**config.mk**
```make
export PLATFORM = sky130hd
export DESIGN_NAME = sound_level_meter_unit
export DESIGN_NICKNAME = d
export VERILOG_FILES = /design/src/design/slm_pkg.sv /design/src/design/slm_front.sv /design/src/design/slm_fifo.sv /design/src/design/slm_back.sv /design/src/design/sound_level_meter_unit.sv
export SDC_FILE = /design/constraint.sdc
export NUM_CORES = 2
export LEC_CHECK = 0
export BUFFER_PORTS_ARGS = -buffer_cell sky130_fd_sc_hd__buf_4
export CAP_MARGIN = 10
export CORE_UTILIZATION = 49
export DETAILED_ROUTE_END_ITERATION = 10
export MAX_ROUTING_LAYER = met4
export PLACE_DENSITY = 0.7
export SYNTH_ARGS = -nofsm -noshare
export SYNTH_HDL_FRONTEND = slang
export SYNTH_HIERARCHICAL = 1
export SYNTH_SLANG_ARGS = --single-unit
```
**constraint.sdc**
```tcl
create_clock -name clk -period 8 [get_ports clk]
set_input_delay 0 -clock clk [delete_from_list [all_inputs] [get_ports clk]]
set_output_delay 0 -clock clk [all_outputs]
set_load 0.005 [all_outputs]
```
**src/design/slm_pkg.sv**
```systemverilog
// ----------------------------------------------------------------------------
// Sound level meter package
// Widths, word types, register codes and the log2 fraction table.
// ----------------------------------------------------------------------------
package slm_pkg;

	localparam int BLOCK_SAMPLES  = 1024;
	localparam int LOG_TABLE_BITS = 6;
	localparam int TABLE_SIZE     = 1 << LOG_TABLE_BITS;

	localparam int SAMPLE_W = 16;
	localparam int SQ_W     = 2 * SAMPLE_W - 1;
	localparam int SUM_W    = 46;
	localparam int LVL_W    = 11;
	localparam int CAL_W    = 12;
	localparam int POS_W    = $clog2(SUM_W);
	localparam int GROUPS   = (SUM_W + 7) / 8;
	localparam int GRP_W    = $clog2(GROUPS);
	localparam int FRAC_W   = 16;
	localparam int D_W      = 24;
	localparam int PROD_W   = 2 * D_W;
	localparam int T_W      = 50;
	localparam int LVLS_W   = T_W - 32;

	localparam int QUEUE_DEPTH = 4;
	localparam int QPTR_W      = $clog2(QUEUE_DEPTH);
	localparam int CFG_IDX_W   = 2;

	localparam logic signed [CAL_W-1:0] CAL_RESET      = 12'sd427;
	localparam logic [LVL_W-1:0]        NOISE_RESET    = 11'd464;
	localparam logic [LVL_W-1:0]        OVERLOAD_RESET = 11'd1920;
	localparam logic signed [D_W-1:0]   DB_SCALE       = 24'sd3156542;

	typedef enum logic [CFG_IDX_W-1:0] {
		CFG_CALIBRATION = 2'd0,
		CFG_NOISE_FLOOR = 2'd1,
		CFG_OVERLOAD    = 2'd2
	} cfg_reg_t;

	typedef struct packed {
		logic signed [SAMPLE_W-1:0] sample;
		logic                       block_end;
		logic                       clear_extremes;
	} slm_in_t;

	typedef struct packed {
		logic [LVL_W-1:0]        level;
		logic [LVL_W-1:0]        max_level;
		logic [LVL_W-1:0]        min_level;
		logic                    in_window;
		logic signed [CAL_W-1:0] raw_level;
	} slm_out_t;

	typedef struct packed {
		logic signed [CAL_W-1:0] calibration_offset;
		logic [LVL_W-1:0]        noise_floor;
		logic [LVL_W-1:0]        overload_level;
	} slm_cfg_t;

	// Work handed from the accumulator to the level path.
	typedef struct packed {
		logic [SUM_W-1:0] sum;
		logic             blk;
		logic             clr;
	} slm_entry_t;

	typedef struct packed {
		logic vld;
		logic blk;
		logic clr;
		logic zero;
	} slm_ctl_t;

	typedef logic [TABLE_SIZE-1:0][FRAC_W-1:0] frac_tab_t;

	// log2(1 + i/TABLE_SIZE) in Q16 by repeated squaring, truncated.
	function automatic frac_tab_t build_frac_table();
		frac_tab_t   tab;
		logic [63:0] x;
		logic [15:0] f;
		for (int i = 0; i < TABLE_SIZE; i++) begin
			x = (64'd1 << 30) + (64'(i) << (30 - LOG_TABLE_BITS));
			f = '0;
			for (int r = 0; r < 16; r++) begin
				x = (x * x) >> 30;
				f = {f[14:0], 1'b0};
				if (x >= (64'd1 << 31)) begin
					x = x >> 1;
					f[0] = 1'b1;
				end
			end
			tab[i] = f;
		end
		return tab;
	endfunction

	localparam frac_tab_t FRAC_TABLE = build_frac_table();

	function automatic int log2_q16_const(int unsigned v);
		int          p;
		int unsigned idx;
		p = 0;
		for (int k = 0; k < 32; k++) begin
			if ((v >> k) != 0)
				p = k;
		end
		if (p >= LOG_TABLE_BITS)
			idx = (v >> (p - LOG_TABLE_BITS)) & (TABLE_SIZE - 1);
		else
			idx = (v << (LOG_TABLE_BITS - p)) & (TABLE_SIZE - 1);
		return p * 65536 + int'(FRAC_TABLE[idx]);
	endfunction

	localparam logic signed [D_W-1:0] LOG_BLOCK_Q16 = D_W'(log2_q16_const(BLOCK_SAMPLES));

endpackage

```
**src/design/slm_front.sv**
```systemverilog
// ----------------------------------------------------------------------------
// Sound level meter front end
// Squares samples, keeps the saturating block sum and queues block ends
// and clear requests for the level path.
// ----------------------------------------------------------------------------
module slm_front
	import slm_pkg::*;
(
	input  logic       clk,
	input  logic       arst_n,
	input  logic       smp_valid,
	input  slm_in_t    smp_data,
	output logic       smp_stall,
	output logic       push,
	output slm_entry_t push_data,
	input  logic       q_full
);

	logic                  vld_s1;
	logic [SQ_W-1:0]       sq_s1;
	logic                  last_s1;
	logic                  clr_s1;
	logic [SUM_W-1:0]      sum_q;

	logic [SAMPLE_W-1:0]   mag;
	logic [2*SAMPLE_W-1:0] sq_full;
	logic [SUM_W:0]        sum_wide;
	logic [SUM_W-1:0]      sum_sat;
	logic                  need;
	logic                  hold;

	assign mag      = smp_data.sample[SAMPLE_W-1] ? (~smp_data.sample + 1'b1) : smp_data.sample;
	assign sq_full  = mag * mag;
	assign sum_wide = {1'b0, sum_q} + (SUM_W+1)'(sq_s1);
	assign sum_sat  = sum_wide[SUM_W] ? '1 : sum_wide[SUM_W-1:0];

	assign need      = last_s1 || clr_s1;
	assign hold      = vld_s1 && need && q_full;
	assign smp_stall = hold;

	assign push           = vld_s1 && need && !q_full;
	assign push_data.sum  = sum_sat;
	assign push_data.blk  = last_s1;
	assign push_data.clr  = clr_s1;

	always_ff @(posedge clk or negedge arst_n) begin
		if (!arst_n) begin
			vld_s1 <= 1'b0;
			sum_q  <= '0;
		end else if (!hold) begin
			vld_s1 <= smp_valid;
			// restart the sum after a block end
			if (vld_s1)
				sum_q <= last_s1 ? '0 : sum_sat;
		end
	end

	always_ff @(posedge clk) begin
		if (!hold && smp_valid) begin
			sq_s1   <= sq_full[SQ_W-1:0];
			last_s1 <= smp_data.block_end;
			clr_s1  <= smp_data.clear_extremes;
		end
	end

endmodule

```
**src/design/slm_fifo.sv**
```systemverilog
// ----------------------------------------------------------------------------
// Sound level meter queue
// Short first-in first-out queue between the accumulator and level path.
// ----------------------------------------------------------------------------
module slm_fifo
	import slm_pkg::*;
(
	input  logic       clk,
	input  logic       arst_n,
	input  logic       push,
	input  slm_entry_t push_data,
	input  logic       pop,
	output slm_entry_t pop_data,
	output logic       full,
	output logic       empty
);

	slm_entry_t        slot_q [QUEUE_DEPTH];
	logic [QPTR_W-1:0] wr_ptr_q;
	logic [QPTR_W-1:0] rd_ptr_q;
	logic [QPTR_W:0]   count_q;
	logic              do_push;
	logic              do_pop;

	assign full     = (count_q == (QPTR_W+1)'(QUEUE_DEPTH));
	assign empty    = (count_q == '0);
	assign do_push  = push && !full;
	assign do_pop   = pop && !empty;
	assign pop_data = slot_q[rd_ptr_q];

	always_ff @(posedge clk or negedge arst_n) begin
		if (!arst_n) begin
			wr_ptr_q <= '0;
			rd_ptr_q <= '0;
			count_q  <= '0;
		end else begin
			if (do_push)
				wr_ptr_q <= wr_ptr_q + 1'b1;
			if (do_pop)
				rd_ptr_q <= rd_ptr_q + 1'b1;
			if (do_push && !do_pop)
				count_q <= count_q + 1'b1;
			else if (do_pop && !do_push)
				count_q <= count_q - 1'b1;
		end
	end

	always_ff @(posedge clk) begin
		if (do_push)
			slot_q[wr_ptr_q] <= push_data;
	end

endmodule

```
**src/design/slm_back.sv**
```systemverilog
// ----------------------------------------------------------------------------
// Sound level meter level path
// Turns a block sum into a level in 1/16 dB, applies the window and keeps
// the stored, highest and lowest levels.
// ----------------------------------------------------------------------------
module slm_back
	import slm_pkg::*;
(
	input  logic       clk,
	input  logic       arst_n,
	input  slm_cfg_t   cfg,
	input  logic       q_empty,
	input  slm_entry_t q_data,
	output logic       pop,
	output logic       res_valid,
	output slm_out_t   res_data,
	input  logic       res_stall
);

	slm_ctl_t                  ctl_s1, ctl_s2, ctl_s3, ctl_s4, ctl_s5, ctl_s6;
	logic [SUM_W-1:0]          sum_s1, sum_s2;
	logic [GROUPS-1:0]         nz_s1;
	logic [2:0]                lp_s1 [GROUPS];
	logic [POS_W-1:0]          p_s2, p_s3;
	logic [LOG_TABLE_BITS-1:0] idx_s3;
	logic signed [D_W-1:0]     d_s4;
	logic signed [PROD_W-1:0]  prod_s5;
	logic signed [LVLS_W-1:0]  lvl_s6;

	logic [LVL_W-1:0]          stored_q, highest_q, lowest_q;
	logic                      res_valid_q;
	slm_out_t                  res_q;

	logic                      en;
	logic [8*GROUPS-1:0]       pad;
	logic [GROUPS-1:0]         nz;
	logic [2:0]                lp [GROUPS];
	logic [GRP_W-1:0]          grp;
	logic [SUM_W-1:0]          norm;
	logic signed [T_W-1:0]     t;
	logic                      ok;
	logic [LVL_W-1:0]          stored_nx, highest_nx, lowest_nx;
	logic signed [CAL_W-1:0]   raw;

	// advance the whole path unless a finished result is held
	assign en  = !res_valid_q || !res_stall;
	assign pop = en && !q_empty;

	// leading-one search, first pass: per-byte position
	always_comb begin
		pad = (8*GROUPS)'(q_data.sum);
		for (int g = 0; g < GROUPS; g++) begin
			nz[g] = |pad[g*8 +: 8];
			lp[g] = 3'd0;
			for (int b = 0; b < 8; b++) begin
				if (pad[g*8 + b])
					lp[g] = 3'(b);
			end
		end
	end

	// second pass: highest nonzero byte
	always_comb begin
		grp = '0;
		for (int g = 0; g < GROUPS; g++) begin
			if (nz_s1[g])
				grp = GRP_W'(g);
		end
	end

	assign norm = sum_s2 << (POS_W'(SUM_W - 1) - p_s2);

	assign t = T_W'(prod_s5)
		+ $signed({cfg.calibration_offset, 32'b0})
		+ $signed(T_W'(64'd1 << 31));

	always_comb begin
		ok = !ctl_s6.zero
			&& (lvl_s6 >= $signed({{(LVLS_W-LVL_W){1'b0}}, cfg.noise_floor}))
			&& (lvl_s6 <= $signed({{(LVLS_W-LVL_W){1'b0}}, cfg.overload_level}));
		stored_nx  = stored_q;
		highest_nx = highest_q;
		lowest_nx  = lowest_q;
		if (ctl_s6.blk && ok) begin
			stored_nx = lvl_s6[LVL_W-1:0];
			if (stored_nx > highest_q)
				highest_nx = stored_nx;
			if (stored_nx < lowest_q)
				lowest_nx = stored_nx;
		end
		if (ctl_s6.clr) begin
			highest_nx = stored_nx;
			lowest_nx  = stored_nx;
		end
		priority if (ctl_s6.zero)
			raw = {1'b1, {(CAL_W-1){1'b0}}};
		else if (lvl_s6 > LVLS_W'($signed(12'sd2047)))
			raw = 12'sd2047;
		else if (lvl_s6 < LVLS_W'($signed(-12'sd2048)))
			raw = -12'sd2048;
		else
			raw = lvl_s6[CAL_W-1:0];
	end

	always_ff @(posedge clk or negedge arst_n) begin
		if (!arst_n) begin
			ctl_s1      <= '0;
			ctl_s2      <= '0;
			ctl_s3      <= '0;
			ctl_s4      <= '0;
			ctl_s5      <= '0;
			ctl_s6      <= '0;
			stored_q    <= '0;
			highest_q   <= '0;
			lowest_q    <= '1;
			res_valid_q <= 1'b0;
		end else if (en) begin
			ctl_s1.vld  <= !q_empty;
			ctl_s1.blk  <= q_data.blk;
			ctl_s1.clr  <= q_data.clr;
			ctl_s1.zero <= ~|q_data.sum;
			ctl_s2      <= ctl_s1;
			ctl_s3      <= ctl_s2;
			ctl_s4      <= ctl_s3;
			ctl_s5      <= ctl_s4;
			ctl_s6      <= ctl_s5;
			if (ctl_s6.vld) begin
				stored_q  <= stored_nx;
				highest_q <= highest_nx;
				lowest_q  <= lowest_nx;
			end
			res_valid_q <= ctl_s6.vld && ctl_s6.blk;
		end
	end

	always_ff @(posedge clk) begin
		if (en) begin
			sum_s1  <= q_data.sum;
			nz_s1   <= nz;
			lp_s1   <= lp;
			sum_s2  <= sum_s1;
			p_s2    <= POS_W'({grp, lp_s1[grp]});
			p_s3    <= p_s2;
			idx_s3  <= norm[SUM_W-2 -: LOG_TABLE_BITS];
			d_s4    <= $signed({2'b0, p_s3, FRAC_TABLE[idx_s3]}) - LOG_BLOCK_Q16;
			prod_s5 <= d_s4 * DB_SCALE;
			lvl_s6  <= t[T_W-1:32];
			res_q.level     <= stored_nx;
			res_q.max_level <= highest_nx;
			res_q.min_level <= lowest_nx;
			res_q.in_window <= ok;
			res_q.raw_level <= raw;
		end
	end

	assign res_valid = res_valid_q;
	assign res_data  = res_q;

endmodule

```
**src/design/sound_level_meter_unit.sv**
```systemverilog
// ----------------------------------------------------------------------------
// Sound level meter unit
// Block RMS level in 1/16 dB with noise-floor and overload window.
// ----------------------------------------------------------------------------
// The unit takes one sample word per clock while it does not stall. The
// front end squares it, registers the square and then adds it to the
// block sum; a block end or a clear request goes into a four-entry queue.
// The level path takes one queue entry per clock while its result is not
// held and returns the block's result word through stages s1 to s6 and the
// result register. Samples stall only when the result port is held long
// enough for the queue to fill; the path itself never limits the rate.
// Configuration writes are always taken (cfg_ready is high) and are meant
// to happen while the unit is idle. There is no clearing pass after reset.
module sound_level_meter_unit
	import slm_pkg::*;
(
	input  logic                  clk,
	input  logic                  arst_n,
	input  logic                  smp_valid,
	input  slm_in_t               smp_data,
	output logic                  smp_stall,
	output logic                  res_valid,
	output slm_out_t              res_data,
	input  logic                  res_stall,
	input  logic                  cfg_valid,
	output logic                  cfg_ready,
	input  logic [CFG_IDX_W-1:0]  cfg_index,
	input  logic [CAL_W-1:0]      cfg_data
);

	slm_cfg_t   cfg_q;
	logic       push;
	slm_entry_t push_data;
	logic       pop;
	slm_entry_t pop_data;
	logic       q_full;
	logic       q_empty;

	assign cfg_ready = 1'b1;

	always_ff @(posedge clk or negedge arst_n) begin
		if (!arst_n) begin
			cfg_q.calibration_offset <= CAL_RESET;
			cfg_q.noise_floor        <= NOISE_RESET;
			cfg_q.overload_level     <= OVERLOAD_RESET;
		end else if (cfg_valid && cfg_ready) begin
			unique case (cfg_reg_t'(cfg_index))
				CFG_CALIBRATION: cfg_q.calibration_offset <= cfg_data;
				CFG_NOISE_FLOOR: cfg_q.noise_floor        <= cfg_data[LVL_W-1:0];
				CFG_OVERLOAD:    cfg_q.overload_level     <= cfg_data[LVL_W-1:0];
				// drop writes to unknown registers
				default: ;
			endcase
		end
	end

	slm_front u_front (
		.clk       (clk),
		.arst_n    (arst_n),
		.smp_valid (smp_valid),
		.smp_data  (smp_data),
		.smp_stall (smp_stall),
		.push      (push),
		.push_data (push_data),
		.q_full    (q_full)
	);

	slm_fifo u_fifo (
		.clk       (clk),
		.arst_n    (arst_n),
		.push      (push),
		.push_data (push_data),
		.pop       (pop),
		.pop_data  (pop_data),
		.full      (q_full),
		.empty     (q_empty)
	);

	slm_back u_back (
		.clk       (clk),
		.arst_n    (arst_n),
		.cfg       (cfg_q),
		.q_empty   (q_empty),
		.q_data    (pop_data),
		.pop       (pop),
		.res_valid (res_valid),
		.res_data  (res_data),
		.res_stall (res_stall)
	);

endmodule

```
Word level (Yosys, flattened, before mapping)
Memories as Yosys holds them, arrays and structs flattened. A register that Yosys moved wholly into a read port is not among the register bits.
Index checks and enable logic that the tools add are counted.
Word-level totals
  memories: 2
  flip-flop bits (word level): 445
  logic and storage cells: 209
  output and inout port bits: 49
  bits in read-only memories: 1024
  RAM bits: 192
  input bits: 37
Memory list
  (name not given): words 64, width 16, read ports 1, clocked after memory_dff 1, wr ports 0, line slm_back.sv:145  | d_s4 <= $signed({2'b0, p_s3, FRAC_TABLE[idx_s3]}) - LOG_BLOCK_Q16;
  u_fifo.slot_q: words 4, width 48, read ports 1, clocked after memory_dff 0, wr ports 1, line slm_fifo.sv:18  | slm_entry_t slot_q [QUEUE_DEPTH];
Operators by class
  magnitude comparators: 8
  reductions and logical operators: 50
  multiplexer cells: 60
  bitwise logic cells: 3
  shift operators: 1
  equal/unequal tests: 3
  add/subtract/negate cells: 10
  multiply operators: 2
Operators with widths (count)
  two-way mux 46 bit: 2
  two-way mux 11 bit: 7
  adder 50 x 33 -> 50 bit (second input constant): 1
  adder 46 x 31 -> 47 bit: 1
  adder 46 x 44 -> 47 bit: 1
  OR reduction 46 bit: 1
  << shifter 46 x 6 -> 45 bit: 1
  multiplier 23 x 22 -> 45 bit (second input constant): 1
  two-way mux 2 bit: 22
  OR reduction 8 bit: 5
  two-way mux 16 bit: 2
  multiplier 16 x 16 -> 31 bit: 1
  two-way mux 12 bit: 2
  two-way mux 3 bit: 8
  subtractor 22 x 20 -> 23 bit (second input constant): 1
  OR reduction 4 bit: 5
  >= comparator 18 x 12 -> 1 bit: 1
  greater-than comparator 18 x 12 -> 1 bit (second input constant): 1
  less-or-equal comparator 18 x 12 -> 1 bit: 1
  less-than comparator 18 x 12 -> 1 bit (second input constant): 1
  adder 16 x 1 -> 16 bit (second input constant): 1
  inverter 16 bit: 1
  two-way mux 1 bit: 15
  logical AND 1 bit: 13
  23 further kinds: 42

Longest topological paths before layout
  word-level depth: 9
  gate-level depth with buffers: 30
  gate-level depth less buffers: 29

Cells and area by module
The synthesis kept the hierarchy.
By module, submodules not included
  slm_back: cells each 2155, area each 24415.9 um^2, seq. area each 8722.1 um^2, times used 1
  slm_front: cells each 1342, area each 12210.5 um^2, seq. area each 2137.0 um^2, times used 1
  slm_fifo: cells each 287, area each 7410.9 um^2, seq. area each 5940.7 um^2, times used 1
  sound_level_meter_unit: cells each 76, area each 1405.1 um^2, seq. area each 868.3 um^2, times used 1

Least setup slack after synthesis
No wires, ideal clock.
  kind: reg2reg
  from: register u_back.res_valid_q, in the netlist u_back/res_valid
  to: register u_back.d_s4[0] (enable)
  clock period less this slack: 8251 ps
  arrival time: 7567 ps
  buffers on the path: 3
  setup time: 684 ps
  data required time: 7316 ps
  path slack: -251 ps
  cell stages (with the launch flop): 6
  cell sequence: dfrtp_1 -> and2_1 -> clkbuf_1 -> inv_2 -> clkbuf_1 -> buf_1
On the way
  word-level cells in the longest chain between the ends: 2
Ends and longest elaborated chain
  start: declaration: line slm_back.sv:31  | logic res_valid_q;
  start signal: assignment: line slm_back.sv:132  | res_valid_q <= ctl_s6.vld && ctl_s6.blk;
  logical NOT 1 bit: line slm_back.sv:46  | assign en = !res_valid_q || !res_stall;
  logical OR 1 bit: line slm_back.sv:46
  end signal: assignment: line slm_back.sv:145
  end: declaration: line slm_back.sv:26  | logic signed [D_W-1:0] d_s4;
No other way between the ends.
A chain may end at the register's enable or synchronous reset.

Worst setup path after layout
  from: input port smp_data[2] in the netlist's numbering
  to: register u_front.sq_s1[26], data pin
On the way
  word-level cells in the longest chain between the ends: 4
Ends and longest elaborated chain
  start: declaration: line sound_level_meter_unit.sv:20  | input slm_in_t smp_data,
  inverter 16 bit: line slm_front.sv:32  | assign mag = smp_data.sample[SAMPLE_W-1] ? (~smp_data.sample + 1'b1) : smp_data.sample;
  adder 16 x 1 -> 16 bit: line slm_front.sv:32
  two-way mux 16 bit *: line slm_front.sv:32
  multiplier 16 x 16 -> 31 bit *: line slm_front.sv:33  | assign sq_full = mag * mag;
  named net u_front.sq_full[26]: line slm_front.sv:26  | logic [2*SAMPLE_W-1:0] sq_full;
  end signal: assignment: line slm_front.sv:60  | sq_s1 <= sq_full[SQ_W-1:0];
  end: declaration: line slm_front.sv:20  | logic [SQ_W-1:0] sq_s1;
Mark *: on every way through the listed nets, which the timed path passes. The rest lies on a longest branch.

==> summary.md <==
| Metric | Value |
|---|---|
| Num rows | 111 |
| Remaining routing DRC violations | 0 |
| Starting DRT DRC Count | 2018 |
| Max Clk Rate | 135 MHz |
| Wire length of the first global-routing pass | 158 mm |
| Clock root cell | sky130_fd_sc_hd__clkbuf_16 |
| Stage delay of the slowest cell on the critical path | 560 ps |
| Maximum number of pins on one net before global-route repair | 184 |
| Number of placed cells counting well taps | 5126 |
| Tmin final | 7390 ps |
| Die area | 94000 µm² |
| Number of fill cells | 7695 |
| Number of global-route vias before repair | 30011 |
| Hold Violations, Final | 0 |
| Number of max-capacitance violations reported | 0 |
| Crit path max fanout | 10 |
| Total global routing track utilization | 0.216 |
| DPL Wire Length | 71.7 mm |
| Critical path data arrival time | 7720 ps |
| Synthesized cell area | 45400 µm² |
| Maximum buffer depth of the clock tree | 3 |
| R2r endpoint | u_back/prod_s5[45]$_DFFE_PN_ |
| Clock sink count | 617 |
| Port-buffer cells | 84 |
| Slew Limit Headroom | 0.203 |
| Commonest non-fill, non-tap cell in the layout | sky130_fd_sc_hd__inv_1 |
| Proportion of layout cells with a drive suffix above 1 | 0.126 |
| Number of cells in the finished layout apart from fillers | 5270 |
| Overflow left after global routing | 0 |
| Initial antenna violation count | 1 |
| Total Routed Length | 96.4 mm |
| DIE HEIGHT | 307 µm |
| Number of distinct library cells after synthesis | 107 |
| Final Max Slew Viols | 0 |
| Total via count after detailed routing | 29162 |
| Critical register-to-register path startpoint | u_back/d_s4[20]$_DFFE_PN_ |
| Number of routed nets with antenna violations | 0 |
| H-tree levels | 3 |
| Placer congestion estimate | 0.913 |
| Leading cell types in the layout, fill and taps excluded | sky130_fd_sc_hd__inv_1, sky130_fd_sc_hd__edfxtp_1, sky130_fd_sc_hd__ha_1, sky130_fd_sc_hd__fa_1, sky130_fd_sc_hd__nand2_1 |
| Crit path top cell by count | sky130_fd_sc_hd__fa_1 |
| Portion of the clock cycle consumed by the worst path in the final layout | 0.923 |
| Synthesis-to-layout area growth | 9.73% |
| Post-CTS setup repair buffer count | 0 |
| Critical setup path kind | primary input to register |
| Clock latency on the worst-skew pair | 600 ps |
| TritonCTS buffer count | 68 |
| Via count normalized by instance count | 5.53 |
| Result of the run | finished clean |
| Kind of path behind the tightest hold check | primary input to asynchronous set/reset pin |
| Sequential cell area fraction in the yosys report | 0.389 |
| Kind of launch point of the worst setup path | primary input |
| Unrepaired setup endpoints after global routing | no |
| Crit path max-delay cell type | sky130_fd_sc_hd__fa_1 |
| Setup violation total in the final timing report | 0 |
| NumNets Final | 4782 |
| Max Clock Skew | 25.7 ps |
| Length of the first detailed-routing pass in iterations | 8 |
| Clock-pin slew of the registers on the worst-case setup and hold paths | 60 ps |
| TritonCTS clock tree | done |
| Routed wirelength normalized by instance count | 18.3 µm |
| Total negative slack | 0 ps |
| Type of destination of the critical path | register |
| Synthesis warning total | 6 |
| Die span in x | 307 µm |
| Worst path required time | 8330 ps |
| Fraction of registers with async set or reset after synthesis | 0.237 |
| Count of flip-flops with a built-in enable after synthesis | 455 |
| Worst setup path start | smp_data[2] |
| Placeable Area | 91800 µm² |
| Syn Area/Cell | 11.8 µm² |
| Number of gates given a new drive strength after cts | 0 |
| Depth of the worst register-to-register path | 23 |
| FF+latch count, synth | 617 |
| Effective utilization at floorplan | 0.495 |
| Slew at the pin with the worst max-slew slack | 1190 ps |
| Synthesized netlist cell count | 3860 |
| Register-to-register path setup slack | 760 ps |
| Final Core Density | 0.543 |
| Post-synth top flop | sky130_fd_sc_hd__edfxtp_1 |
| Boundary Pins | 86 |
==> per-stage QoR <==
stage / setup slack, ps / hold slack [ps] / area (µm²)
after floorplan: 26.2 / -296 / 45500
final: 615 / 41.3 / 49900
after CTS: 660 / 76.6 / 49900
after global routing: 147 / 94.7 / 49900
after global placement: 302 / 144 / 47500
after detailed placement: 189 / 153 / 47500
==> routing by layer <==
| layer | share of wire | up-vias | GRT usage |
|---|---|---|---|
| met5 | 0 | - | - |
| met4 | 0.016 | 0 | 0.0427 |
| met3 | 0.047 | 109 | 0.0281 |
| met2 | 0.50 | 713 | 0.365 |
| met1 | 0.44 | 14601 | 0.280 |
| li1 | - | 13739 | - |
==> registers in the layout (all words and copies together), names as in the netlist, 15 cells and up, named ones only <==
name,flops
u_back/sum_s1,45
u_back/res_data,46
u_front/sum_q,46
u_back/sum_s2,45
u_back/lvl_s6,16
u_back/lp_s1,18
u_fifo/slot_q,192
u_back/d_s4,23
u_front/sq_s1,30
cfg_q,34
u_back/prod_s5,15
==> synth_stat cells (all sizes together) (61+ instances only) <==
cell type	count	area share
edfxtp	455	0.30
dfrtp	121	0.067
inv	581	0.048
o21ai	119	0.013
buf	61	0.0098
ha	429	0.12
nor2	205	0.017
fa	343	0.15
xnor2	95	0.019
mux2	63	0.017
a21oi	154	0.017
nand2	303	0.026
clkbuf	71	0.0059
mux4	98	0.049
==> worst max-delay path by stage <==
stage	cells past startpoint	slack, ps	end
floorplan	23	30	u_back/prod_s5[31]$_DFFE_PN_
global placement	29	300	u_front/sq_s1[29]$_DFFE_PP_
detailed placement	27	190	u_front/sq_s1[26]$_DFFE_PP_
CTS	23	660	u_back/prod_s5[45]$_DFFE_PN_
global route	27	150	u_front/sq_s1[26]$_DFFE_PP_
finish	29	610	u_front/sq_s1[26]$_DFFE_PP_
==> area by class of cell <==
cell class                 instances  area, µm²  share of cell area
clock buffer                      77       1750              0.0350
clock inverter                    46        440             0.00883
multi-input combinational       2532      24900               0.499
tap                             1243       1560              0.0312
sequential                       617      17700               0.354
timing repair buffer             166       1330              0.0266
inverter                         588       2220              0.0445
antenna                            1       2.50           0.0000502
==> kinds of logic (layout without fill, tap and decap cells) <==
logic type | count (synthesis) | in the layout | synth area share
AOI/OAI and AO/OA | 670 | 670 | 0.101
xor gates and xnor gates | 142 | 142 | 0.0278
adders and majority gates | 772 | 772 | 0.269
buffers and inverters | 720 | 877 | 0.0643
DFF | 617 | 617 | 0.389
muxes | 193 | 193 | 0.0735
other | 3 | 13 | 0.000248
and+or+nand+nor | 743 | 743 | 0.0749
==> critical path, delay by kind of cell <==
kind	cells	cell delay [ps]
xor+xnor	2	300
simple gates	5	890
fa+ha+maj	8	3480
buf+inv	7	1120
compound gates	7	1920
==> repair_timing <==
action,4_1_cts,5_1_grt
hold buffers,20,0
endpoints found under the setup margin,0,0
hold endpoints to repair,128,0
Power is not shown: default switching activity piles up to over one toggle a cycle in this logic, so the estimate is an artifact.
